**config.mk**
```make
export PLATFORM = sky130hd
export DESIGN_NAME = qrs_sqrt_cell
export DESIGN_NICKNAME = d
export VERILOG_FILES = /design/src/hdl/qrs_pkg.sv /design/src/hdl/qrs_sqrt_cell.sv
export SDC_FILE = /design/constraint.sdc
export NUM_CORES = 1
export LEC_CHECK = 0
export ABC_CLOCK_PERIOD_IN_PS = 4300
export BUFFER_PORTS_ARGS = -buffer_cell sky130_fd_sc_hd__buf_4
export CAP_MARGIN = 30
export CORE_AREA = 3 3 148 150
export CTS_CLUSTER_DIAMETER = 200
export DETAILED_ROUTE_END_ITERATION = 12
export DIE_AREA = 0 0 151 153
export PLACE_DENSITY = 0.73
export SYNTH_ARGS = -nofsm -noshare
export SYNTH_HDL_FRONTEND = slang
export SYNTH_SLANG_ARGS = --single-unit
```
**constraint.sdc**
```tcl
create_clock -name aclk -period 4.3 [get_ports aclk]
set_clock_uncertainty 0.05 [all_clocks]
set_input_delay 0.43 -clock aclk [delete_from_list [all_inputs] [get_ports aclk]]
set_output_delay 0.43 -clock aclk [all_outputs]
set_load 0.1 [all_outputs]
```
**src/hdl/qrs_pkg.sv**
```systemverilog
// shared types and widths for the quadratic root solver
`timescale 1ns / 1ps

package qrs_pkg;

    localparam int COEFF_W  = 16;                  // coefficient width, signed q8.8
    localparam int FRAC     = 16;                  // fraction bits of the roots
    localparam int ROOT_OUT_W = 32;                // width of one root field
    localparam int DISC_W   = 2 * COEFF_W + 2;     // signed discriminant
    localparam int ABSD_W   = DISC_W - 1;          // magnitude of the discriminant
    localparam int SQ_STEPS = (ABSD_W + 2 * FRAC + 1) / 2;
    localparam int RADX_W   = 2 * SQ_STEPS;        // scaled radicand
    localparam int ROOT_W   = SQ_STEPS;            // integer square root
    localparam int REM_W    = ROOT_W + 3;          // square root remainder
    localparam int P_W      = COEFF_W + FRAC + 1;  // -b scaled to the root format
    localparam int DEN_W    = COEFF_W + 1;         // 2|a|
    localparam int F_W      = ROOT_W + 3;          // floored numerator, signed
    localparam int M_W      = F_W;                 // numerator magnitude
    localparam int V_W      = M_W + 2;             // signed quotient before clamping

    typedef enum logic [1:0] {
        KIND_DISTINCT = 2'd0,
        KIND_EQUAL    = 2'd1,
        KIND_COMPLEX  = 2'd2,
        KIND_DEGEN    = 2'd3
    } kind_t;

    // travels beside the square root cells
    typedef struct packed {
        logic signed [P_W-1:0] p;
        logic                  a_neg;
        logic [DEN_W-1:0]      den;
        kind_t                 kind;
    } side_t;

    // travels beside the divider cells
    typedef struct packed {
        kind_t kind;
        logic  neg1;
        logic  neg2;
    } dside_t;

endpackage

```
**src/hdl/qrs_sqrt_cell.sv**
```systemverilog
// one digit of the integer square root, two radicand bits per cell
`timescale 1ns / 1ps

module qrs_sqrt_cell (
    input  logic                        aclk,
    input  logic                        aresetn,
    input  logic                        en,
    input  logic                        in_valid,
    input  logic [qrs_pkg::RADX_W-1:0]  in_x,
    input  logic [qrs_pkg::REM_W-1:0]   in_rem,
    input  logic [qrs_pkg::ROOT_W-1:0]  in_root,
    input  qrs_pkg::side_t              in_side,
    output logic                        out_valid,
    output logic [qrs_pkg::RADX_W-1:0]  out_x,
    output logic [qrs_pkg::REM_W-1:0]   out_rem,
    output logic [qrs_pkg::ROOT_W-1:0]  out_root,
    output qrs_pkg::side_t              out_side
);
    import qrs_pkg::*;

    logic                valid_reg;
    logic [RADX_W-1:0]   x_reg;
    logic [REM_W-1:0]    rem_reg;
    logic [ROOT_W-1:0]   root_reg;
    side_t               side_reg;

    logic [REM_W-1:0]    rem_sh, trial, rem_next;
    logic                ge;

    always_comb begin
        rem_sh   = {in_rem[REM_W-3:0], in_x[RADX_W-1 -: 2]};
        trial    = REM_W'({in_root, 2'b01});
        ge       = (rem_sh >= trial);
        rem_next = ge ? (rem_sh - trial) : rem_sh;
    end

    always_ff @(posedge aclk) begin
        if (!aresetn) begin
            valid_reg <= 1'b0;
        end else if (en) begin
            valid_reg <= in_valid;
        end
    end

    always_ff @(posedge aclk) begin
        if (en) begin
            x_reg    <= in_x << 2;
            rem_reg  <= rem_next;
            root_reg <= {in_root[ROOT_W-2:0], ge};
            side_reg <= in_side;
        end
    end

    assign out_valid = valid_reg;
    assign out_x     = x_reg;
    assign out_rem   = rem_reg;
    assign out_root  = root_reg;
    assign out_side  = side_reg;

endmodule

```
Yosys cells after proc, flatten, opt, wreduce, memory -nomap -nowiden
Cells that the tools add are included.
{ "totals": {"n_memories": 0, "in_bits": 192, "out_inout_bits": 189, "mem_bits_ro": 0, "register_bits": 187, "latch_bits": 0, "mem_bits_rw": 0} }
{ "op_classes": {"n_bitwise": 0, "n_addsub": 1, "mul": 0, "magnitude_cmp": 1, "eq_ne": 0, "shifts": 0, "n_div": 0, "n_mux": 1, "reduce_logical": 0} }
{ "ops": {"columns": ["op", "count"], "rows": [
  [">= comparator 36 x 35 -> 1 bit", 1],
  ["2-to-1 mux 36 bit", 1],
  ["subtractor 36 x 35 -> 36 bit", 1]
]} }

Longest topological paths before layout
{ "depth": {"word_depth": 2, "mapped_depth": 13, "depth_no_buf": 11} }

Worst setup path before layout
Ideal clock, no wire load.
{ "synth_path": {"path_type": "input port to flip-flop", "start": "input port in_root[1] (netlist name)", "end": "register rem_reg[10] (netlist: out_rem[10]), data pin", "n_path_buf": 1, "path_slack_ns": 1.134, "arrival_time_ns": 2.856, "setup_ns": 0.260, "stages": 12, "required_ns": 3.990, "path_cell_list": "inv_1 ha_1 o21a_2 o311ai_2 a32oi_2 a41oi_4 o211a_4 o31a_4 o211a_4 inv_8 buf_12 mux2_4"} }
{ "synth_between": {"elab_chain_cells": 2, "word_cells_on_any_way": 3, "cone_classes": "1 x add/sub; 1 x order compare; 1 x mux"} }
{ "synth_rtl": {"columns": ["element", "line", "rtl"], "rows": [
  ["start, declared", "qrs_sqrt_cell.sv:11", "input logic [qrs_pkg::ROOT_W-1:0] in_root,"],
  ["subtractor 36 x 35 -> 36 bit or >= comparator 36 x 35 -> 1 bit (tied branches)", "qrs_sqrt_cell.sv:34, qrs_sqrt_cell.sv:33", null],
  ["2-to-1 mux 36 bit *", "qrs_sqrt_cell.sv:34", "rem_next = ge ? (rem_sh - trial) : rem_sh;"],
  ["named net rem_next[10]", "qrs_sqrt_cell.sv:27", "logic [REM_W-1:0] rem_sh, trial, rem_next;"],
  ["end signal, assigned", "qrs_sqrt_cell.sv:48", "rem_reg <= rem_next;"],
  ["end, declared", "qrs_sqrt_cell.sv:23", "logic [REM_W-1:0] rem_reg;"]
]} }
Mark *: on every way through the listed nets, which the timed path passes. The rest lies on a longest branch.
A chain may end at the register's enable or synchronous reset.

Worst setup path in the final report
{ "layout_path": {"start": "input port in_root[1] (netlist name)", "end": "register rem_reg[6] (netlist: out_rem[6]), data pin"} }
Same word-level chain as after synthesis.

==> metrics.txt <==
outcome finished, final reports clean; Synth Instances 538; Synth Flop Type edfxtp_1; Clk network pwr share 0.265; CTS root buf clkbuf_16; top post-synthesis cells by area edfxtp_1 (67%), ha_1 (5.3%), mux2_4 (4.7%); vias in the first global route 5,899; post-layout net count 1,153; Post-synth top cells edfxtp_1 (186), inv_1 (47), ha_1 (35); DP HPWL 19.9 mm; Mapped Avg Cell Area between 15 and 20 sq um; PwrDens 502 nW/um^2; Startpoint Class primary input; Hold-fix buffers, CTS 0; via/cell ratio 4.92; n_diodes 0; Hold Violations, Final 0; Largest delay share family, worst path compound AO/OA/AOI/OAI gates; critical-path cell list buf_4, inv_1, ha_1, o21a_2, o311ai_2, a32oi_2, a41oi_4, o211a_4, o31a_4, o211a_4, inv_8, mux2_2; H-tree level count 4; P_int 3.55 mW; Comb pwr share 0.360; Crit Path Max Fanout 35; Synth Register Bits 187; Tcrit/Tclk final 0.736; Die Y-Extent 153 um; Switching Fraction 0.411; most frequent cell after synthesis edfxtp_1; Final Max Tran Viols 0; post-synth top area cell edfxtp_1; post-DR wirelength/cell 20.7 um; fin worst setup slack 1130 ps; Slew @ Worst Pin between 800 and 900 ps; worst skew pair latency around 430 ps; max cap viols 0; PortBufs 376; Worst Hold Depth 1; Final setup viols 0; xor/xnor share of the synthesized area 0.0328; share of layout cells above drive strength 1 0.493; fmax 316 MHz; pre-CTS setup slack 660 ps; layout overhead on the synthesized area 44.8%; initial antenna violation count 1; area used by multi-input combinational logic 2380 sq um; first-pass GRT wire length approximately 36 mm; overall routing resource usage 0.208; GRT overflow 0; Most common cell on crit path o211a_4; Crit path required time about 4400 ps; drc violations 0; largest family of logic cells by synthesized area compound AO/OA/AOI/OAI gates; Post-CTS Setup Repair Bufs 0; sequential power share 0.375; Initial Util 0.398; pin count of the biggest net entering global routing 104; Synth async-reset ratio 0; crit-path max cell delay 380 ps; Placed Cells about 1,200; CTS tree yes; fraction of synthesized area in multiplexers 0.0588; Clk pin slew, worst setup/hold paths 80 ps; R2R cell count 2; Post-CTS Resized 0; DRT Pass-1 Iters 5; Synth Warn # 0; setup_tns 0 ps; die width approximately 150 um; clk sinks 187; worst min-delay path category primary input to register; Detail Route Antenna Nets 0; IO Pins 381; Leak approximately 5.3 nW; Clock Path Buffers 2; EDFF count, synth 186; die area 23,100 sq um; Register Area approximately 5600 sq um; hold_ws 107 ps; relative slew slack 0.429; CTS buffer count 17; crit end category register; Sw Pwr ~2.5 mW; compound-gate portion of the synthesized area 0.0865; Iter 0 DRT Violations 352; Synth Area in Simple Gates 0.0559; Crit-path slowest cell mux2_2; power consumption between 6 and 7 mW; Syn Std Cell Area 8280 sq um; maximum vdd ir drop 0.252 mV; Routed WL 25.2 mm; Yosys cell types 65; critical path arrival 3310 ps; post-synth top area share 0.674; Crit Path Category primary input to register; Worst Path Buf+Inv 3; adder-cell share of the synthesized area 0.0529; final std cells w/o fill ~1,200; GPL Wtd Cong 0.807; FP Rows 53; RSZ-0062 raised after global routing false; Worst path depth 12; Tmin final 3170 ps; fillers 1,726; Core Area 20,800 sq um; Seq/Total Area, Yosys 0.677; routed via count between 5,000 and 6,000
-- kinds of logic after synthesis --
group	after synthesis
flip-flops	187
AO/OA/AOI/OAI	99
AND/OR/NAND/NOR	91
buffers and inverters	59
adder cells (fa/ha/maj)	35
multiplexers	35
XOR/XNOR	31
other	1
-- routing by layer --
layer / share of wire / GRT usage / up-vias
met4: 0.027 / 0.0656 / 2
met1: 0.36 / 0.230 / 2889
met5: 0.00052 / 0 / -
li1: - / - / 2805
met2: 0.51 / 0.364 / 246
met3: 0.10 / 0.0836 / 30
-- worst register-to-register path, stage by stage (launching register included) --
cell and delay [ps]:
dfxtp_1 330, mux2i_1 140, nor2b_1 60
-- sequential cells by signal, summed over array words and instances, names as in the netlist --
signal,cells
out_rem,36
out_x,64
out_side,53
out_valid,1
out_root,33
-- placed cells by master (no fill, tap or decap), types with 4 or more instances in the layout --
cell type	count
a21o_1	9
xnor2_1	18
nand4_1	7
xor2_1	13
ha_1	35
o21bai_1	4
nand2_1	27
nand3_1	9
mux2i_1	4
nor2_1	15
edfxtp_1	186
clkbuf_16	17
o21a_1	6
mux2_2	5
o21ai_0	18
nor3_1	7
a21oi_1	30
o211ai_1	5
inv_1	47
buf_4	378
inv_6	5
clkinv_8	8
mux2_4	26
-- area by class of cell --
cell class | instances | share of cell area
multi-input combinational | 293 | 0.199
clock buffer | 17 | 0.0355
tap | 275 | 0.0287
inverter | 48 | 0.0156
sequential | 187 | 0.467
clock inverter | 15 | 0.0163
timing repair buffer | 379 | 0.238
-- power groups by stage --
stage / logic, mW / clock network [mW] / registers [mW]
2_1_floorplan: 0.398 / 0 / 3.54
3_3_place_gp: 2.16 / 0 / 2.30
3_5_place_dp: 2.18 / 0 / 2.30
4_1_cts: 2.18 / 1.64 / 2.26
5_1_grt: 2.24 / 1.70 / 2.28
6_report: 2.17 / 1.60 / 2.26
-- worst paths after layout --
kind                                    to  slack [ps]  startpoint
worst max-delay path            out_rem[6]        1130  in_root[1]
worst min-delay path             out_x[55]         110    in_x[53]
worst max register to register   out_valid        3610   out_valid
worst min register to register   out_valid         520   out_valid
-- stage by stage --
stage	util	cell area, sq um
6_report	0.576	12000
5_1_grt	0.576	12000
4_1_cts	0.576	12000
3_5_place_dp	0.546	11400
3_3_place_gp	0.546	11400
2_1_floorplan	-	8290
Note: power is estimated with default switching activity, not from simulation.
