## config.mk

```make
export PLATFORM = sky130hd
export DESIGN_NAME = qrs_front
export DESIGN_NICKNAME = d
export VERILOG_FILES = /design/src/hdl/qrs_pkg.sv /design/src/hdl/qrs_front.sv
export SDC_FILE = /design/constraint.sdc
export NUM_CORES = 2
export LEC_CHECK = 0
export BUFFER_PORTS_ARGS = -buffer_cell sky130_fd_sc_hd__buf_2
export CAP_MARGIN = 20
export CORE_UTILIZATION = 45
export CTS_CLUSTER_DIAMETER = 150
export DETAILED_ROUTE_END_ITERATION = 8
export SLEW_MARGIN = 0
export SYNTH_ARGS = -nofsm -noshare
export SYNTH_HDL_FRONTEND = slang
export SYNTH_SLANG_ARGS = --single-unit
```

## constraint.sdc

```tcl
create_clock -name aclk -period 17.9 [get_ports aclk]
set_input_delay 0.895 -clock aclk [delete_from_list [all_inputs] [get_ports aclk]]
set_output_delay 0.895 -clock aclk [all_outputs]
set_load 0.02 [all_outputs]
```

## src/hdl/qrs_pkg.sv

```systemverilog
// shared types and widths for the quadratic root solver
`timescale 1ns / 1ps

package qrs_pkg;

    localparam int COEFF_W  = 16;                  // coefficient width, signed q8.8
    localparam int FRAC     = 16;                  // fraction bits of the roots
    localparam int ROOT_OUT_W = 32;                // width of one root field
    localparam int DISC_W   = 2 * COEFF_W + 2;     // signed discriminant
    localparam int ABSD_W   = DISC_W - 1;          // magnitude of the discriminant
    localparam int SQ_STEPS = (ABSD_W + 2 * FRAC + 1) / 2;
    localparam int RADX_W   = 2 * SQ_STEPS;        // scaled radicand
    localparam int ROOT_W   = SQ_STEPS;            // integer square root
    localparam int REM_W    = ROOT_W + 3;          // square root remainder
    localparam int P_W      = COEFF_W + FRAC + 1;  // -b scaled to the root format
    localparam int DEN_W    = COEFF_W + 1;         // 2|a|
    localparam int F_W      = ROOT_W + 3;          // floored numerator, signed
    localparam int M_W      = F_W;                 // numerator magnitude
    localparam int V_W      = M_W + 2;             // signed quotient before clamping

    typedef enum logic [1:0] {
        KIND_DISTINCT = 2'd0,
        KIND_EQUAL    = 2'd1,
        KIND_COMPLEX  = 2'd2,
        KIND_DEGEN    = 2'd3
    } kind_t;

    // travels beside the square root cells
    typedef struct packed {
        logic signed [P_W-1:0] p;
        logic                  a_neg;
        logic [DEN_W-1:0]      den;
        kind_t                 kind;
    } side_t;

    // travels beside the divider cells
    typedef struct packed {
        kind_t kind;
        logic  neg1;
        logic  neg2;
    } dside_t;

endpackage

```

## src/hdl/qrs_front.sv

```systemverilog
// coefficient capture, products and discriminant classification
`timescale 1ns / 1ps

module qrs_front (
    input  logic                                 aclk,
    input  logic                                 aresetn,
    input  logic                                 en,
    input  logic                                 in_valid,
    input  logic signed [qrs_pkg::COEFF_W-1:0]   a,
    input  logic signed [qrs_pkg::COEFF_W-1:0]   b,
    input  logic signed [qrs_pkg::COEFF_W-1:0]   c,
    output logic                                 out_valid,
    output logic [qrs_pkg::RADX_W-1:0]           radicand,
    output qrs_pkg::side_t                       side
);
    import qrs_pkg::*;

    logic [2:0]                   vld_reg;
    logic signed [COEFF_W-1:0]    a1_reg, b1_reg, c1_reg;
    logic signed [COEFF_W-1:0]    a2_reg, b2_reg;
    logic signed [2*COEFF_W-1:0]  bb_reg, ac_reg;
    logic [RADX_W-1:0]            rad_reg;
    side_t                        side_reg;

    logic signed [DISC_W-1:0]     disc;
    logic [ABSD_W-1:0]            absd;
    logic signed [DISC_W-1:0]     disc_neg;
    side_t                        side_next;
    logic signed [P_W-1:0]        b_ext;
    logic signed [DEN_W-1:0]      a_ext;

    always_comb begin
        disc     = DISC_W'(bb_reg) - (DISC_W'(ac_reg) <<< 2);
        disc_neg = -disc;
        absd     = disc[DISC_W-1] ? disc_neg[ABSD_W-1:0] : disc[ABSD_W-1:0];
        b_ext    = P_W'(b2_reg);
        a_ext    = DEN_W'(a2_reg);
        side_next.p     = -(b_ext <<< FRAC);
        side_next.a_neg = a2_reg[COEFF_W-1];
        side_next.den   = a2_reg[COEFF_W-1] ? DEN_W'(-(a_ext <<< 1)) : DEN_W'(a_ext <<< 1);
        if (a2_reg == '0) begin
            side_next.kind = KIND_DEGEN;
        end else if (disc[DISC_W-1]) begin
            side_next.kind = KIND_COMPLEX;
        end else if (disc == '0) begin
            side_next.kind = KIND_EQUAL;
        end else begin
            side_next.kind = KIND_DISTINCT;
        end
    end

    always_ff @(posedge aclk) begin
        if (!aresetn) begin
            vld_reg <= '0;
        end else if (en) begin
            vld_reg <= {vld_reg[1:0], in_valid};
        end
    end

    always_ff @(posedge aclk) begin
        if (en) begin
            a1_reg   <= a;
            b1_reg   <= b;
            c1_reg   <= c;
            a2_reg   <= a1_reg;
            b2_reg   <= b1_reg;
            bb_reg   <= b1_reg * b1_reg;
            ac_reg   <= a1_reg * c1_reg;
            rad_reg  <= RADX_W'(absd) << (2 * FRAC);
            side_reg <= side_next;
        end
    end

    assign out_valid = vld_reg[2];
    assign radicand  = rad_reg;
    assign side      = side_reg;

endmodule

```

Word level (Yosys, flattened, before mapping)

Index checks and enable logic that the tools add are counted.

Add/subtract/negate cells: 4
$mul: 2
Multiplexer cells: 4
Reduce and logical (&&, ||, !) cells: 3

Operator list:

| operator                                       | count |
|---|---|
| 16-bit by 16-bit multiplier with 32-bit output | 2 |
| 34-bit logical NOT                             | 1 |
| 32-bit by 34-bit subtractor with 34-bit output | 1 |
| 33-bit 2-to-1 mux                              | 1 |
| 32-bit negator with 33-bit output              | 1 |
| 33-bit negator                                 | 1 |
| 17-bit negator                                 | 1 |
| 16-bit logical NOT                             | 1 |
| 16-bit 2-to-1 mux                              | 1 |
| 1-bit 2-to-1 mux                               | 2 |
| 2-bit OR reduction                             | 1 |

Register bits: 233
Word-level logic and storage cells: 28
Output and inout port bits: 120
Bits of input ports: 52

Longest topological paths before layout

Word-level depth: 4
Mapped depth: 27
Gate-level depth less buffers: 26

Worst setup path before layout

Ideal clock, no wire load.

Path type: register -> register
From: reg b1_reg[3]
To: reg bb_reg[30] (data pin)
Path slack: 11.258 ns
Path buffers: 1
Data arrival time: 6.384 ns
Stages on the path, launching flop included: 24
Period minus slack after synthesis: 6.642 ns
Data required time: 17.642 ns
Library setup time: 0.258 ns
Path through: edfxtp_1 clkbuf_1 nand2_1 inv_1 fa_1 inv_1 fa_1 fa_1 fa_1 inv_1 fa_1 fa_1 ha_1 a21o_1 a21o_1 a211oi_1 a21boi_1 o21ai_0 o22ai_1 nor2_1 or4_1 a31o_2 a21oi_1 xnor2_1

Word-level cells in the longest chain between the ends: 1

Ends and longest elaborated chain:

| what                                           | line            | source |
|---|---|---|
| start: declaration                             | qrs_front.sv:19 | `logic signed [COEFF_W-1:0] a1_reg, b1_reg, c1_reg;` |
| start signal: assignment                       | qrs_front.sv:63 | `b1_reg <= b;` |
| 16-bit by 16-bit multiplier with 32-bit output | qrs_front.sv:67 | `bb_reg <= b1_reg * b1_reg;` |
| end signal: assignment                         | qrs_front.sv:67 |  |
| end: declaration                               | qrs_front.sv:21 | `logic signed [2*COEFF_W-1:0] bb_reg, ac_reg;` |

No other way between the ends.
A chain may end at the register's enable or synchronous reset.

Worst setup path in the final report

From: reg b1_reg[6]
To: reg bb_reg[30] (data pin)

Same word-level chain as after synthesis.

==> metrics.txt <==
HPWL Detailed=48210 um; Final min period=7.302 ns; GP Congestion=0.8558; # diodes=0; asr flop ratio synth=0%; fin crit share=40.79%; Synth Cell Area=28580 um2; vias per cell=4.989; via count=18640; final hold viol count=0; clock root cell=clkbuf_16; setup TNS=0 ns; Rows=92; Core ar.=62850 um2; Clock Latency Late Sink=0.56 ns; crit start category=flip-flop; R2R depth=22; Final ANT Viol Nets=0; critical path endpoint category=flip-flop; first-pass iteration count of the detailed router=7; initial antenna violation count=0; Die ar.=64510 um2; Starting Density=45.47%; Slew headroom=27.11%; crit path capture=bb_reg[30]; # hold bufs at CTS=0; Critical Path Source=b1_reg[6]; Post-Route Skew=0.009914 ns; Clk pin slew, worst setup/hold paths=0.07 ns; Ports=172; Syn Inst Count=2783; GRT Overall Usage=19.56%; share of cells above drive strength 1=7.022%; setup bufs post-CTS=0; NumNets Final=3626; status=finished with violations; H-tree levels=1; # DRC=1; syn avg cell area=10.27 um2; fin. max-slew vios=0; MaxCap Viol Count=0; Die X=254.0 um; WL/cell=15.95 um; violated checks=DRC; first-pass GRT wire length=99780 um; YS warnings=0; Port Buffers=121; largest net degree at the start of global routing=139; vias in the first global route=20000; RSZ-0062 raised after global routing=false; CTS sink cnt=213; max reg flops=36; CTS Buffer Depth=3; final wirelength=59610 um; register bit count reported by yosys=213; drt initial violations=932; Die H=254.0 um; Netlist cell types=78; worst r2r src=b1_reg[6]; flop2flop setup slack=10.60 ns; Critical Path RT=18.21 ns; Arr. time, crit path=7.61 ns; grt ovf=0; Setup Viol. Count Final=0; Post-synth EDFFs=210; r2r endpoint=bb_reg[30]; Layout area overhead=7.465%; Slew @ Worst Pin=1.093 ns; HP Class=in -> reg; register area share after synthesis=22.28%; CTS buffer count=26; CTS-repair resized insts=0; WS Path Type=reg -> reg; CTS tree=yes; maximum clock frequency=0.1369 GHz; ys flop type=edfxtp_1; CP Max Fanout=19
==> cells in the mapped netlist (all sizes together) (12+ instances only) <==
| library cell | number | area (um2) |
|---|---|---|
| inv | 663 | 2489 |
| fa | 497 | 9950 |
| nand2 | 248 | 930.9 |
| edfxtp | 210 | 6306 |
| ha | 206 | 2577 |
| and2 | 158 | 989.7 |
| xnor2 | 119 | 1069 |
| nor2 | 99 | 371.6 |
| a21oi | 70 | 350.3 |
| clkbuf | 62 | 242.7 |
| o21ai | 58 | 290.3 |
| buf | 54 | 397.9 |
| xor2 | 46 | 410.4 |
| a21o | 35 | 262.8 |
| nor3 | 28 | 140.1 |
| nand3 | 18 | 95.09 |
| a211oi | 16 | 130.1 |
| nand2b | 16 | 100.1 |
| nor2b | 16 | 100.1 |
| o31ai | 13 | 107.6 |
| o21bai | 12 | 90.09 |
==> cells by family after synthesis <==
group                      count (synthesis)  share of synthesized area, %
AOI/OAI and AO/OA                        277                         6.485
xor gates and xnor gates                 165                         5.175
adders and majority gates                703                         43.84
buffers and inverters                    779                         10.95
DFF                                      213                         22.28
muxes                                      5                        0.1751
other                                      1                       0.01312
and+or+nand+nor                          640                         11.09
==> cells in the final DEF, fill, tap and decap left out, types with 17 or more instances in the layout <==
cell       instances
fa_1             497
a21oi_1           70
conb_1            50
nand3_1           17
edfxtp_1         210
and2_1           157
ha_1             206
nor3_1            28
buf_2            120
clkbuf_16         27
inv_1            663
nand2_1          248
xor2_1            45
o21ai_0           53
a21o_1            35
nor2_1            99
xnor2_1          117
==> metrics by stage <==
step	setup slack, ns	hold WS, ns	area, um2	utilization (%)	cells
after floorplan	11.26	0.4244	28760	-	2832
after global placement	10.74	0.4942	29840	47.48	3689
after detailed placement	10.67	0.5066	29840	47.48	3689
after CTS	10.64	0.4567	30710	48.86	3737
after global routing	10.21	0.4712	30710	48.86	3737
final	10.60	0.5058	30710	48.86	3737
==> area by class of cell <==
type	instances	area, um2
Clock inverter	17	180.2
Tap cell	846	1059
Clock buffer	31	690.7
Multi-Input combinational cell	1840	19260
Inverter	663	2489
Sequential cell	213	6366
Fill cell	5910	32140
Timing Repair Buffer	127	660.6
==> layer usage <==
| layer | wire, um | GRT usage [%] | vias to the layer above |
|---|---|---|---|
| li1 | - | - | 8688 |
| met1 | 26180 | 26.60 | 9532 |
| met2 | 29640 | 33.61 | 364 |
| met3 | 2558 | 2.049 | 59 |
| met4 | 1235 | 4.372 | 0 |
| met5 | 0 | 0 | - |
==> worst min-delay path by stage <==
stage / depth (start not counted) / endpoint / from
final: 1 / a1_reg[6] / a[6]
after global routing: 1 / b1_reg[0] / b[0]
after CTS: 1 / b1_reg[14] / b[14]
after detailed placement: 0 / side[3] / a2_reg[0]
after global placement: 2 / vld_reg[2] / vld_reg[2]
after floorplan: 0 / b2_reg[15] / b1_reg[15]
==> worst max-delay path: stages (launching register included) <==
cell	delay, ns
edfxtp_1	0.90
nand2_1	0.20
fa_1	0.62
fa_1	0.45
fa_1	0.52
inv_1	0.06
fa_1	0.50
fa_1	0.49
inv_1	0.05
fa_1	0.47
inv_1	0.04
ha_1	0.32
nand4_1	0.18
nor2_1	0.06
a211oi_1	0.22
a21boi_1	0.32
o21ai_0	0.22
o22ai_1	0.24
nor2_1	0.16
or4_1	0.53
a31o_2	0.25
a21oi_1	0.16
xnor2_1	0.08
Power is not shown: default switching activity piles up to over one toggle a cycle in this logic, so the estimate is an artifact.
