--- src/hdl/qrs_pkg.sv ---
// shared types and widths for the quadratic root solver
`timescale 1ns / 1ps

package qrs_pkg;

    localparam int COEFF_W  = 16;                  // coefficient width, signed q8.8
    localparam int FRAC     = 16;                  // fraction bits of the roots
    localparam int ROOT_OUT_W = 32;                // width of one root field
    localparam int DISC_W   = 2 * COEFF_W + 2;     // signed discriminant
    localparam int ABSD_W   = DISC_W - 1;          // magnitude of the discriminant
    localparam int SQ_STEPS = (ABSD_W + 2 * FRAC + 1) / 2;
    localparam int RADX_W   = 2 * SQ_STEPS;        // scaled radicand
    localparam int ROOT_W   = SQ_STEPS;            // integer square root
    localparam int REM_W    = ROOT_W + 3;          // square root remainder
    localparam int P_W      = COEFF_W + FRAC + 1;  // -b scaled to the root format
    localparam int DEN_W    = COEFF_W + 1;         // 2|a|
    localparam int F_W      = ROOT_W + 3;          // floored numerator, signed
    localparam int M_W      = F_W;                 // numerator magnitude
    localparam int V_W      = M_W + 2;             // signed quotient before clamping

    typedef enum logic [1:0] {
        KIND_DISTINCT = 2'd0,
        KIND_EQUAL    = 2'd1,
        KIND_COMPLEX  = 2'd2,
        KIND_DEGEN    = 2'd3
    } kind_t;

    // travels beside the square root cells
    typedef struct packed {
        logic signed [P_W-1:0] p;
        logic                  a_neg;
        logic [DEN_W-1:0]      den;
        kind_t                 kind;
    } side_t;

    // travels beside the divider cells
    typedef struct packed {
        kind_t kind;
        logic  neg1;
        logic  neg2;
    } dside_t;

endpackage

--- src/hdl/qrs_div_cell.sv ---
// one quotient bit of both root divisions
`timescale 1ns / 1ps

module qrs_div_cell (
    input  logic                       aclk,
    input  logic                       aresetn,
    input  logic                       en,
    input  logic                       in_valid,
    input  logic [qrs_pkg::M_W-1:0]    in_n1,
    input  logic [qrs_pkg::DEN_W-1:0]  in_r1,
    input  logic [qrs_pkg::M_W-1:0]    in_n2,
    input  logic [qrs_pkg::DEN_W-1:0]  in_r2,
    input  logic [qrs_pkg::DEN_W-1:0]  in_den,
    input  qrs_pkg::dside_t            in_side,
    output logic                       out_valid,
    output logic [qrs_pkg::M_W-1:0]    out_n1,
    output logic [qrs_pkg::DEN_W-1:0]  out_r1,
    output logic [qrs_pkg::M_W-1:0]    out_n2,
    output logic [qrs_pkg::DEN_W-1:0]  out_r2,
    output logic [qrs_pkg::DEN_W-1:0]  out_den,
    output qrs_pkg::dside_t            out_side
);
    import qrs_pkg::*;

    logic              valid_reg;
    logic [M_W-1:0]    n1_reg, n2_reg;
    logic [DEN_W-1:0]  r1_reg, r2_reg, den_reg;
    dside_t            side_reg;

    logic [DEN_W:0]    sh1, sh2, d1, d2;
    logic              ge1, ge2;

    // numerator bits shift out on top, quotient bits shift in at the bottom
    always_comb begin
        sh1 = {in_r1, in_n1[M_W-1]};
        sh2 = {in_r2, in_n2[M_W-1]};
        ge1 = (sh1 >= {1'b0, in_den});
        ge2 = (sh2 >= {1'b0, in_den});
        d1  = ge1 ? (sh1 - {1'b0, in_den}) : sh1;
        d2  = ge2 ? (sh2 - {1'b0, in_den}) : sh2;
    end

    always_ff @(posedge aclk) begin
        if (!aresetn) begin
            valid_reg <= 1'b0;
        end else if (en) begin
            valid_reg <= in_valid;
        end
    end

    always_ff @(posedge aclk) begin
        if (en) begin
            n1_reg   <= {in_n1[M_W-2:0], ge1};
            n2_reg   <= {in_n2[M_W-2:0], ge2};
            r1_reg   <= d1[DEN_W-1:0];
            r2_reg   <= d2[DEN_W-1:0];
            den_reg  <= in_den;
            side_reg <= in_side;
        end
    end

    assign out_valid = valid_reg;
    assign out_n1    = n1_reg;
    assign out_r1    = r1_reg;
    assign out_n2    = n2_reg;
    assign out_r2    = r2_reg;
    assign out_den   = den_reg;
    assign out_side  = side_reg;

endmodule

--- config.mk ---
export PLATFORM = sky130hd
export DESIGN_NAME = qrs_div_cell
export DESIGN_NICKNAME = d
export VERILOG_FILES = /design/src/hdl/qrs_pkg.sv /design/src/hdl/qrs_div_cell.sv
export SDC_FILE = /design/constraint.sdc
export NUM_CORES = 1
export LEC_CHECK = 0
export ABC_CLOCK_PERIOD_IN_PS = 2800
export BUFFER_PORTS_ARGS = -buffer_cell sky130_fd_sc_hd__buf_4
export CORE_AREA = 3 3 101 151
export CTS_BUF_LIST = sky130_fd_sc_hd__clkbuf_16
export DETAILED_ROUTE_END_ITERATION = 8
export DIE_AREA = 0 0 104 154
export HOLD_SLACK_MARGIN = 0.03
export MAX_ROUTING_LAYER = met4
export PLACE_DENSITY_LB_ADDON = 0.1
export SYNTH_ARGS = -nofsm -noshare
export SYNTH_HDL_FRONTEND = slang
export SYNTH_SLANG_ARGS = --single-unit
--- constraint.sdc ---
create_clock -name aclk -period 2.8 [get_ports aclk]
set_input_delay 0.14 -clock aclk [delete_from_list [all_inputs] [get_ports aclk]]
set_output_delay 0.14 -clock aclk [all_outputs]
set_load 0.05 [all_outputs]
# ---- After elaboration in Yosys (flattened, before gate mapping)
# Index checks and enable logic that the tools add are counted.
dict set report word_totals {
  ff_bits 128
  latch_bits 0
  ramBits 0
  mem_bits_ro 0
  inputBits 131
  out_inout_bits 128
  wordCells 15
  memories 0
}
dict set report op_classes {
  add_sub_neg 2
  multipliers 0
  div 0
  order_cmp 2
  eq_ne 0
  n_shift 0
  muxes 2
  bitwise_logic 0
  n_reduce_logical 0
}
# operator count
set op_table {}
lappend op_table {{>= comparator 18 x 17 -> 1 bit} 2}
lappend op_table {{2-to-1 mux 17 bit} 2}
lappend op_table {{subtractor 17 bit} 2}

# ---- Depth between registers and ports, before layout
# Gate-level depths: netlist of the first run.
dict set report logic_depth {
  ltp_word 2
  ltp_mapped 12
  mapped_depth_nobuf 11
}

# ---- Worst setup path after synthesis of the first run
# OpenSTA, ideal clock, no wires.
dict set report synth_path {
  path_type {input to register}
  startpoint {input port in_n2[35] (netlist name)}
  endpoint {register r2_reg[12], in the netlist out_r2[12], data pin}
  setup_time_ns 0.260
  arrival_ns 2.107
  required_time_ns 2.540
  path_slack_ns 0.432
  cell_stages 11
  path_buffers 1
  path_cell_list {inv_1 -> ha_1 -> inv_1 -> fa_1 -> a21o_1 -> and2_1 -> o31a_1 -> o21ai_4 -> inv_2 -> buf_6 -> mux2_4}
}
dict set report synth_between {
  elab_chain_cells 2
  word_cells_on_any_way 3
  classes_between {1 x add/sub; 1 x order compare; 1 x mux}
}
# item line_no
set synth_lines {}
lappend synth_lines {{from (decl)} qrs_div_cell.sv:11} ;# input logic [qrs_pkg::M_W-1:0] in_n2,
lappend synth_lines {{>= comparator 18 x 17 -> 1 bit} qrs_div_cell.sv:38} ;# ge2 = (sh2 >= {1'b0, in_den});
lappend synth_lines {{net ge2} qrs_div_cell.sv:31} ;# logic ge1, ge2;
lappend synth_lines {{2-to-1 mux 17 bit} qrs_div_cell.sv:40} ;# d2 = ge2 ? (sh2 - {1'b0, in_den}) : sh2;
lappend synth_lines {{net d2[12]} qrs_div_cell.sv:30} ;# logic [DEN_W:0] sh1, sh2, d1, d2;
lappend synth_lines {{to (signal assigned)} qrs_div_cell.sv:56} ;# r2_reg <= d2[DEN_W-1:0];
lappend synth_lines {{to (decl)} qrs_div_cell.sv:27} ;# logic [DEN_W-1:0] r1_reg, r2_reg, den_reg;
# The timed path passes the listed nets, and every way through them passes these cells.
# A chain may end at the register's enable or synchronous reset.

# ---- Worst setup path in the final report of the first run
dict set report layout_path {
  startpoint {input port in_n2[35] (netlist name)}
  endpoint {register r2_reg[12], in the netlist out_r2[12], data pin}
}
dict set report layout_between {
  elab_chain_cells 2
  word_cells_on_any_way 3
  classes_between {1 x add/sub; 1 x order compare; 1 x mux}
}
# item line_no
set layout_lines {}
lappend layout_lines {{subtractor 17 bit / >= comparator 18 x 17 -> 1 bit (equally long branches)} {qrs_div_cell.sv:40, qrs_div_cell.sv:38}}
lappend layout_lines {{2-to-1 mux 17 bit *} qrs_div_cell.sv:40}
lappend layout_lines {{net d2[12]} qrs_div_cell.sv:30}
# The timed path passes the listed nets; every way through them passes the cells marked *.

==> results of run 1 <==
[flip-flops by register name, summed over array words and instances (netlist names)]
register   count
out_n1        36
out_n2        36
out_den       17
out_r1        17
out_r2        17
out_side       4
out_valid      1
[kinds of logic after synthesis]
family / after synthesis / share of synthesized area, %
AOI/OAI and AO/OA: 112 / 12.6
xor gates and xnor gates: 19 / 2.72
adders and majority gates: 36 / 7.60
buffers and inverters: 38 / 2.80
DFF: 128 / 62.6
muxes: 22 / 4.27
and+or+nand+nor: 93 / 7.39
[final cells by class]
cell class,instances,area [um2]
fillers,996,4170
flip-flops and latches,128,3830
repair buffers,367,3020
multi-input cells,282,2130
clock buffers,17,425
well taps,192,240
clock inverters,14,131
inverters,27,104
[where the power goes]
part	total, mW	leakage, nW	internal [mW]	switching, mW
clock	2.10	0.268	1.23	0.874
combinational	1.91	2.75	0.715	1.20
sequential	2.41	1.25	2.34	0.0654
[Yosys cell counts (5+ instances only)]
cell type and count:
sky130_fd_sc_hd__xnor2_1 16, sky130_fd_sc_hd__nand3_1 13, sky130_fd_sc_hd__o21a_1 10, sky130_fd_sc_hd__o21ai_0 18, sky130_fd_sc_hd__a21o_1 15, sky130_fd_sc_hd__nor2_1 16
sky130_fd_sc_hd__ha_1 34, sky130_fd_sc_hd__mux2_2 17, sky130_fd_sc_hd__inv_1 25, sky130_fd_sc_hd__o31ai_1 6, sky130_fd_sc_hd__buf_2 5, sky130_fd_sc_hd__nand2_1 34
sky130_fd_sc_hd__edfxtp_1 127, sky130_fd_sc_hd__a21oi_1 26
[worst max-delay path: cells and delay by family]
kind,cells,cell delay (ps)
muxes,1,260
and+or+nand+nor,2,470
buffers and inverters,4,790
adders and majority gates,2,580
AOI/OAI and AO/OA,2,540
xor gates and xnor gates,1,100
[metal layers]
layer  wire, um  track usage [%]  share of wire (%)
met5          0                -                  0
met4        421             7.92                2.1
met3       1560             7.85                7.7
met2      11000             47.2                 54
met1       7220             27.1                 36
[worst paths after layout]
kind,to,from,slack (ps)
min,out_r2[15]$_DFFE_PP_,in_r2[14],40
min reg2reg,out_valid$_SDFFE_PN0P_,out_valid$_SDFFE_PN0P_,1080
max reg2reg,out_valid$_SDFFE_PN0P_,out_valid$_SDFFE_PN0P_,1660
max,out_r2[12]$_DFFE_PP_,in_n2[35],80
[timing repair]
| item | 4_1_cts | 5_1_grt |
|---|---|---|
| resized for setup | 0 | 4 |
| endpoints found under the hold margin | 101 | 0 |
| hold buffers | 102 | 0 |
| setup endpoints to repair | 0 | 14 |
==> implementation parameters, run 1 <==
Parameter                              Value

Synth
  Summed instance area of the synthesized netlist    6130 um2
  Seq/Total Area, Yosys    62.6%
  EDFF count, synth    roughly 130
  Cell type with the highest aggregate area in the netlist    sky130_fd_sc_hd__edfxtp_1
  Commonest register cell after synthesis    sky130_fd_sc_hd__edfxtp_1
  Register bit total from synthesis    128
  Number of instances in the synthesized netlist    448
  Fraction of synthesized cell area taken by the top area cell type    62.3%
  Post-Synthesis Net Count    615
  Yosys warnings    0
  Largest cells by area after synthesis    sky130_fd_sc_hd__edfxtp_1 62%, sky130_fd_sc_hd__ha_1 6.9%, sky130_fd_sc_hd__mux2_2 3.1%
  Share of synthesized flip-flops with an asynchronous set or reset    0%
  Avg Cell Area, Syn    ~14 um2
  Cell variety after synth    61

Finish
  Fin util    70.3%
  Final Instance Area    9890 um2
  Antenna diode count    0
  Final standard cell count with taps included and fillers excluded    1027
  Leading cell type in the layout, fill and taps excluded    sky130_fd_sc_hd__buf_4
  Synthesis-to-finish area growth    61.4%
  Layout cells sized above 1    39.6%
  Highest-count cells in the layout ignoring fill and taps    264 x sky130_fd_sc_hd__buf_4, 127 x sky130_fd_sc_hd__edfxtp_1, 102 x sky130_fd_sc_hd__dlygate4sd3_1, 34 x sky130_fd_sc_hd__nand2_1, 34 x sky130_fd_sc_hd__ha_1
  Final-stage net count    990

Setup path
  Category of the most critical setup path    input port to flip-flop
  Nature of the critical path startpoint    input port
  CP max stage delay    ~540 ps
  Required arrival time at the worst endpoint    2960 ps
  Number of cell instances on the worst register-to-register path    3
  Worst-path maximum fanout    3
  Arrival @ worst endpoint    2880 ps
  Slowest stage cell, crit path    sky130_fd_sc_hd__dlygate4sd3_1
  Cells along the critical path    dlygate4sd3_1 > buf_4 > inv_1 > ha_1 > inv_1 > fa_1 > a21o_1 > and2_1 > or2_2 > a21oi_1 > xnor2_1 > mux2_4
  Most common cell type on the critical path    sky130_fd_sc_hd__inv_1
  Sort of element at the end of the critical path    flip-flop

Die
  I/O pins    roughly 260
  Core region area    14100 um2
  Horizontal die dimension    104 um
  Std cell rows    53
  Starting Density    a little over two fifths
  Die outline area    around 16000 um2
  Floorplan die height    about 150 um

Timing
  Hold slack final    37.0 ps
  F_max    368 MHz
  Final worst slack    81.8 ps
  Final setup vio count    0
  Crit share post-route    a little over nine tenths
  Unrepaired setup endpoints after global routing    no
  Fin. max-slew vios    0
  Final Hold Viols    0
  Final TNS setup    0 ps
  Clock skew after layout    0 ps
  Worst slew pin tran    roughly 710 ps
  Time the worst path needs with I/O delays and setup    2720 ps
  Relative slew slack    52.9%

Routing
  Post-route ant nets    0
  Routed wire length    20.2 mm
  DRC    0
  Routed WL per cell    19.7 um
  Pre-Repair DR Iteration Count    6
  Total via count after detailed routing    around 5.2k
  Routed vias/inst    approximately 5.1
  Count of routing violations after the opening detailed-route iteration    340

Place
  GP Congestion    about 0.91
  Number of buffers added on ports    258
  HPWL reported at the end of detailed placement    14.2 mm
  Dpl ws    111 ps
  Cell count after placement    894
  Placed Instance Area    8300 um2

Run status
  Run status    completed

Global routing
  Pin count of the biggest net entering global routing    approximately 50
  Antenna violations before repair    0
  Via count of the first global-routing pass    5521
  Overflow left after global routing    0
  GR Util All Layers    26.0%
  Wire length of the first global-routing pass    just over 30 mm

Clock tree
  Clock buffer count from CTS    17
  Maximum buffer depth of the clock tree    2
  Root buffer cell    sky130_fd_sc_hd__clkbuf_16
  CTS clock-pin slew for the worst setup and hold paths    60 ps
  Clock tree sinks    128
  Post-CTS setup-driven buffer insertion count    0
  Clk_lat worst skew    400 ps
  H-tree depth    4
  CTS tree    yes

Pwr
  Tot Pwr    ~6.4 mW
  Cell leakage power    4.27 nW
  Power density over the cells    650 nW/um2
  Max rail drop VDD    0.342 mV

Job
  Maximum capacitance violations    0

Worst hold path
  Class of the tightest hold or removal check    input port to flip-flop
  Number of cells traversed by the worst hold path    3
Note: power is estimated with default switching activity, not from simulation.
==> run 2, diff against run 1 <==
CTS_BUF_LIST = unset   (was sky130_fd_sc_hd__clkbuf_16)
GPL_TIMING_DRIVEN = 0   (was unset)
==> run 2 against run 1 <==
Net effect:
- setup slack lost 24 ps
- combinational power grew 2%
- non-clock buffer count grew 10
- sequential cell count is the same
- cell area grew 1.4%
- critical path type unchanged
- die area is the same
- largest power group unchanged
- global-route usage shrank 0.99 points
- critical endpoint is now out_r2[13]$_DFFE_PP_
- wire length shrank 1.3%
- largest cell class unchanged
- clock power grew 3%
- cell count grew 1.2%
- sequential share of layout area shrank 0.52 points
==> implementation parameters, run 2 (synthesis gave the netlist of run 1 again) <==
Parameter                              Value

Clock tree
  H-tree depth    4 (unchanged)
  Clock tree sinks    128 (unchanged)
  Clock buffer count from CTS    17 (unchanged)
  Maximum buffer depth of the clock tree    2 (unchanged)
  CTS clock-pin slew for the worst setup and hold paths    60 ps (about the same)
  Root buffer cell    sky130_fd_sc_hd__clkbuf_16 (unchanged)
  CTS tree    yes (unchanged)
  Clk_lat worst skew    400 ps (about the same)

Routing
  DRC    0 (unchanged)
  Routed vias/inst    5.08 (about the same)
  Routed WL per cell    19.2 um (was 19.7 um)
  Pre-Repair DR Iteration Count    5 (was 6)
  Total via count after detailed routing    5276 (was 5219)
  Post-route ant nets    0 (unchanged)
  Routed wire length    19.9 mm (was 20.2 mm)
  Count of routing violations after the opening detailed-route iteration    231 (was 340)

Place
  HPWL reported at the end of detailed placement    14.0 mm (was 14.2 mm)
  GP Congestion    0.877 (was 0.911)
  Number of buffers added on ports    258 (unchanged)
  Cell count after placement    899 (was 894)

Job
  Maximum capacitance violations    0 (unchanged)

Die
  Die outline area    16000 um2 (unchanged)
  Horizontal die dimension    104 um (unchanged)
  Std cell rows    53 (unchanged)
  Starting Density    43.6% (unchanged)
  I/O pins    259 (unchanged)
  Floorplan die height    154 um (unchanged)
  Core region area    14100 um2 (unchanged)

Pwr
  Reg power frac    36.9% (was 37.5%)
  Relative contribution of combinational cells to total power    30.0% (was 29.7%)
  Internal power    4.33 mW (was 4.29 mW)
  Max rail drop VDD    0.423 mV (was 0.342 mV)
  Power density over the cells    650 nW/um2 (about the same)
  Cell leakage power    4.32 nW (was 4.27 nW)
  Net switching power    2.19 mW (was 2.14 mW)
  Clock Power Share    33.2% (was 32.7%)
  Tot Pwr    6.51 mW (was 6.43 mW)
  Share of total power consumed by net switching    33.6% (was 33.2%)

Timing
  Relative slew slack    51.7% (was 52.9%)
  Hold slack final    40.5 ps (was 37.0 ps)
  Time the worst path needs with I/O delays and setup    2740 ps (was 2720 ps)
  Final setup vio count    0 (unchanged)
  Final TNS setup    0 ps (unchanged)
  F_max    365 MHz (was 368 MHz)
  Crit share post-route    97.9% (was 97.1%)
  Worst slew pin tran    722 ps (was 706 ps)
  Final Hold Viols    0 (unchanged)
  Clock skew after layout    0 ps (unchanged)
  Unrepaired setup endpoints after global routing    no (unchanged)
  Fin. max-slew vios    0 (unchanged)

Global routing
  Overflow left after global routing    0 (unchanged)
  Via count of the first global-routing pass    5616 (was 5521)
  Wire length of the first global-routing pass    30.1 mm (was 31.0 mm)
  GR Util All Layers    25.0% (was 26.0%)
  Antenna violations before repair    0 (unchanged)
  Pin count of the biggest net entering global routing    89 (was 49)

Setup path
  Nature of the critical path startpoint    input port (unchanged)
  Arrival @ worst endpoint    2910 ps (was 2880 ps)
  Worst-path maximum fanout    3 (unchanged)
  Required arrival time at the worst endpoint    2970 ps (was 2960 ps)
  Category of the most critical setup path    input port to flip-flop (unchanged)
  Sort of element at the end of the critical path    flip-flop (unchanged)

Finish
  Layout cells sized above 1    40.7% (was 39.6%)
  Fin util    71.3% (was 70.3%)
  Final-stage net count    1001 (was 990)
  Leading cell type in the layout, fill and taps excluded    sky130_fd_sc_hd__buf_4 (unchanged)
  Synthesis-to-finish area growth    63.6% (was 61.4%)
  Final standard cell count with taps included and fillers excluded    1039 (was 1027)
  Highest-count cells in the layout ignoring fill and taps    262 x sky130_fd_sc_hd__buf_4, 127 x sky130_fd_sc_hd__edfxtp_1, 103 x sky130_fd_sc_hd__dlygate4sd3_1, 34 x sky130_fd_sc_hd__nand2_1, 34 x sky130_fd_sc_hd__ha_1 (was 264 x sky130_fd_sc_hd__buf_4, 127 x sky130_fd_sc_hd__edfxtp_1, 102 x sky130_fd_sc_hd__dlygate4sd3_1, 34 x sky130_fd_sc_hd__nand2_1, 34 x sky130_fd_sc_hd__ha_1)
  Antenna diode count    0 (unchanged)

Worst hold path
  Class of the tightest hold or removal check    input port to flip-flop (unchanged)

Run status
  Run status    completed (unchanged)
## run 2: power groups by stage
stage | Sequential [mW] | Combinational (mW) | Clock [mW]
CTS | 2.40 | 1.92 | 2.20
finish | 2.40 | 1.95 | 2.16
detailed placement | 2.44 | 1.79 | 0
global route | 2.42 | 2.05 | 2.28
floorplan | 3.11 | 0.479 | 0
global placement | 2.44 | 1.76 | 0
## run 2: through the flow
stage | worst slack [ps] | cell area (um2)
2_1_floorplan | 432 | 6130
3_3_place_gp | -112 | 8300
3_5_place_dp | -91.6 | 8330
4_1_cts | 12.4 | 9940
5_1_grt | 12.9 | 10000
6_report | 58.1 | 10000
## run 2: layer usage
layer	vias to the layer above	part of all wire [%]	GRT usage, %
li1	2489	-	-
met1	2480	35	25.1
met2	267	54	46.0
met3	40	8.0	7.01
met4	0	2.9	9.13
met5	-	0	-
## run 2: timing repair
item,4_1_cts,5_1_grt
gates resized for setup,0,11
endpoints found under the setup margin,0,16
setup buffers,0,5
endpoints found under the hold margin,102,0
hold buffers,103,0
## run 2: worst paths after layout
kind	from	endpoint	slack, ps	cells after the start
max	in_r2[0]	out_r2[13]$_DFFE_PP_	60	9
min	in_r2[15]	out_r2[16]$_DFFE_PP_	40	3
max reg2reg	out_valid$_SDFFE_PN0P_	out_valid$_SDFFE_PN0P_	1620	3
min reg2reg	out_valid$_SDFFE_PN0P_	out_valid$_SDFFE_PN0P_	1100	3
## run 2: worst max-delay path, stage by stage
cell                            delay [ps]
sky130_fd_sc_hd__dlygate4sd3_1         540
sky130_fd_sc_hd__buf_4                 150
sky130_fd_sc_hd__ha_1                  300
sky130_fd_sc_hd__nor2b_1               130
sky130_fd_sc_hd__o21a_1                200
sky130_fd_sc_hd__o2111ai_1             330
sky130_fd_sc_hd__and3_1                310
sky130_fd_sc_hd__mux2_2                360
sky130_fd_sc_hd__o41ai_1               460
## run 2: area by class of cell
class                      count  area [um2]
multi-input combinational    283        2170
clock inverter                14         143
fill                        1016        4040
inverter                      27         104
clock buffer                  18         429
tap                          192         240
buffer                        10        66.3
timing repair buffer         367        3040
sequential                   128        3830
==> run 3, diff against run 2 <==
ABC_CLOCK_PERIOD_IN_PS = 3000   (was 2800)
clock period = 3 ns   (was 2.8 ns; I/O delays follow)
==> run 3 against run 2 <==
Net effect:
- total power down 7.0%
- clock skew unchanged
- sequential cell count unchanged
- largest power group unchanged
- clock power down 7%
- cell area down 0.86%
- clock-buffer cell count unchanged
- core utilization down 0.61 points
- sequential share of layout area up 0.33 points
- die area unchanged
- highest routed layer unchanged
- first-iteration DRC count up 7.8%
- setup slack worse by 18 ps
- cell count down 0.48%
==> implementation parameters, run 3 (synthesis gave the netlist of run 1 again) <==
Parameter                              Value

Run status
  Run status    completed (unchanged)

Finish
  Area taken by flip-flops and latches    3830 um2 (unchanged)
  Antenna diode count    0 (unchanged)
  Multi-input gate area in the final layout    2140 um2 (was 2170 um2)
  Synthesis-to-finish area growth    62.2% (was 63.6%)
  Number of filler cells placed in the layout    1021 (was 1016)
  Highest-count cells in the layout ignoring fill and taps    263 x sky130_fd_sc_hd__buf_4, 127 x sky130_fd_sc_hd__edfxtp_1, 97 x sky130_fd_sc_hd__dlygate4sd3_1, 34 x sky130_fd_sc_hd__nand2_1, 34 x sky130_fd_sc_hd__ha_1 (was 262 x sky130_fd_sc_hd__buf_4, 127 x sky130_fd_sc_hd__edfxtp_1, 103 x sky130_fd_sc_hd__dlygate4sd3_1, 34 x sky130_fd_sc_hd__nand2_1, 34 x sky130_fd_sc_hd__ha_1)
  Layout cells sized above 1    40.4% (was 40.7%)
  Final Instance Area    9940 um2 (was 10000 um2)
  Final-stage net count    996 (was 1001)
  Leading cell type in the layout, fill and taps excluded    sky130_fd_sc_hd__buf_4 (unchanged)
  Final standard cell count with taps included and fillers excluded    1034 (was 1039)

Routing
  Post-route ant nets    0 (unchanged)
  Routed WL per cell    19.1 um (was 19.2 um)
  Count of routing violations after the opening detailed-route iteration    249 (was 231)
  DRC    0 (unchanged)
  Routed vias/inst    5.06 (was 5.08)
  Routed wire length    19.7 mm (was 19.9 mm)
  Pre-Repair DR Iteration Count    4 (was 5)
  Total via count after detailed routing    5234 (was 5276)

Setup path
  Cells along the critical path    dlygate4sd3_1 > buf_4 > inv_1 > ha_1 > inv_1 > fa_1 > a21o_1 > and2_1 > o31a_1 > o21ai_4 > inv_2 > buf_6 > mux2_4 (was dlygate4sd3_1 > buf_4 > ha_1 > nor2b_1 > o21a_1 > o2111ai_1 > and3_1 > mux2_2 > o41ai_1)
  Launching element of the worst setup path    in_n2[35] (was in_r2[0])
  Sort of element at the end of the critical path    flip-flop (unchanged)
  Top delay family on crit path    buffers and inverters (was compound AO/OA/AOI/OAI gates)
  Endpoint of the worst setup timing path    out_r2[8]$_DFFE_PP_ (was out_r2[13]$_DFFE_PP_)
  Reg2Reg Launch Point    out_valid$_SDFFE_PN0P_ (unchanged)
  Nature of the critical path startpoint    input port (unchanged)
  Category of the most critical setup path    input port to flip-flop (unchanged)
  Most common cell type on the critical path    sky130_fd_sc_hd__inv_1
  Buffers & Inverters on Critical Path    6 (was 2)
  Slowest stage cell, crit path    sky130_fd_sc_hd__dlygate4sd3_1 (unchanged)
  Worst-path maximum fanout    10 (was 3)
  Arrival @ worst endpoint    3120 ps (was 2910 ps)
  Number of cell instances on the worst register-to-register path    3 (unchanged)
  Register-to-register setup slack    1820 ps (was 1620 ps)
  Path length in cells of the critical path    13 (was 9)
  Required arrival time at the worst endpoint    3160 ps (was 2970 ps)
  Capturing point of the worst reg2reg path    out_valid$_SDFFE_PN0P_ (unchanged)
  CP max stage delay    550 ps (was 540 ps)

Die
  I/O pins    259 (unchanged)
  Floorplan die height    154 um (unchanged)
  Horizontal die dimension    104 um (unchanged)
  Starting Density    43.6% (unchanged)
  Die outline area    16000 um2 (unchanged)
  Core region area    14100 um2 (unchanged)
  Std cell rows    53 (unchanged)

Global routing
  Pin count of the biggest net entering global routing    89 (unchanged)
  Via count of the first global-routing pass    5568 (was 5616)
  Wire length of the first global-routing pass    29.9 mm (was 30.1 mm)
  GR Util All Layers    24.9% (was 25.0%)
  Antenna violations before repair    0 (unchanged)
  Overflow left after global routing    0 (unchanged)

Timing
  Crit share post-route    a little over nine tenths
  Clock skew after layout    0 ps (unchanged)
  Relative slew slack    53.8% (was 51.7%)
  Final setup vio count    0 (unchanged)
  Hold slack final    50.1 ps (was 40.5 ps)
  Time the worst path needs with I/O delays and setup    slightly below 3000 ps
  Worst slew pin tran    691 ps (was 722 ps)
  Final TNS setup    0 ps (unchanged)
  F_max    338 MHz
  Fin. max-slew vios    0 (unchanged)
  Final Hold Viols    0 (unchanged)

Pwr
  Max rail drop VDD    0.391 mV (was 0.423 mV)
  Cell leakage power    4.30 nW (was 4.32 nW)
  Power density over the cells    610 nW/um2 (was 650 nW/um2)

Place
  Placed Instance Area    8330 um2 (unchanged)
  Number of buffers added on ports    258 (unchanged)
  GP Congestion    0.877 (unchanged)
  HPWL reported at the end of detailed placement    14.0 mm (unchanged)
  Cell count after placement    899 (unchanged)

Clock tree
  Root buffer cell    sky130_fd_sc_hd__clkbuf_16 (unchanged)
  Clock tree sinks    128 (unchanged)
  CTS clock-pin slew for the worst setup and hold paths    60 ps (about the same)
  Maximum buffer depth of the clock tree    2 (unchanged)
  Clock buffer count from CTS    17 (unchanged)
  CTS tree    yes (unchanged)
  H-tree depth    4 (unchanged)
  Clk_lat worst skew    400 ps (about the same)

Worst hold path
  Class of the tightest hold or removal check    input port to flip-flop (unchanged)

Job
  Maximum capacitance violations    0 (unchanged)
run 3: cell types whose count changed in the layout (fill, tap and decap cells not counted), sizes merged:
cell | before | now
buf | 272 | 273
clkbuf | 20 | 21
dlygate4sd3 | 103 | 97
o21ai | 22 | 21
run 3: how the worst min path moves through the flow:
| stage | startpoint | to | slack [ps] | depth (start not counted) |
|---|---|---|---|---|
| after floorplan | in_den[0] | out_den[0]$_DFFE_PP_ | 250 | 0 |
| after global placement | in_n2[25] | out_n2[26]$_DFFE_PP_ | 330 | 1 |
| after detailed placement | in_n2[34] | out_n2[35]$_DFFE_PP_ | 330 | 1 |
| after CTS | in_r2[5] | out_r2[6]$_DFFE_PP_ | 30 | 2 |
| after global routing | in_r2[5] | out_r2[6]$_DFFE_PP_ | 40 | 2 |
| final | in_r2[5] | out_r2[6]$_DFFE_PP_ | 50 | 2 |
run 3: power by group:
part | switching [mW] | internal [mW]
clock network | 0.843 | 1.17
logic | 1.13 | 0.680
registers | 0.0543 | 2.19
total | 2.03 | 4.03
run 3: per-stage QoR:
step                      setup WS (ps)  power [mW]  utilization, %
after floorplan                     622        3.35               -
after global placement             78.4        3.92            59.1
after detailed placement           98.4        3.94            59.3
after CTS                          13.4        6.08            70.3
after global routing              -6.02        6.29            70.7
final                              40.6        6.06            70.7
run 3: final cells by class:
class	instances	area share, %
Sequential cell	128	38.6
Timing Repair Buffer	362	30.0
Multi-Input combinational cell	282	21.5
Clock buffer	18	4.32
Tap cell	192	2.42
Clock inverter	14	1.44
Inverter	27	1.02
Buffer	11	0.705
run 3: timing repair:
item | CTS | global route
hold buffers | 97 | 0
gates resized for setup | 0 | 4
setup endpoints to repair | 0 | 16
setup buffers | 0 | 6
hold endpoints to repair | 96 | 0
run 3: routing by layer:
| layer | share of wire (%) | vias to the layer above | global-route usage (%) |
|---|---|---|---|
| met2 | 54 | 253 | 45.8 |
| met3 | 7.3 | 34 | 7.06 |
| met4 | 2.6 | 0 | 9.06 |
| met5 | 0 | - | - |
| li1 | - | 2482 | - |
| met1 | 36 | 2465 | 24.8 |
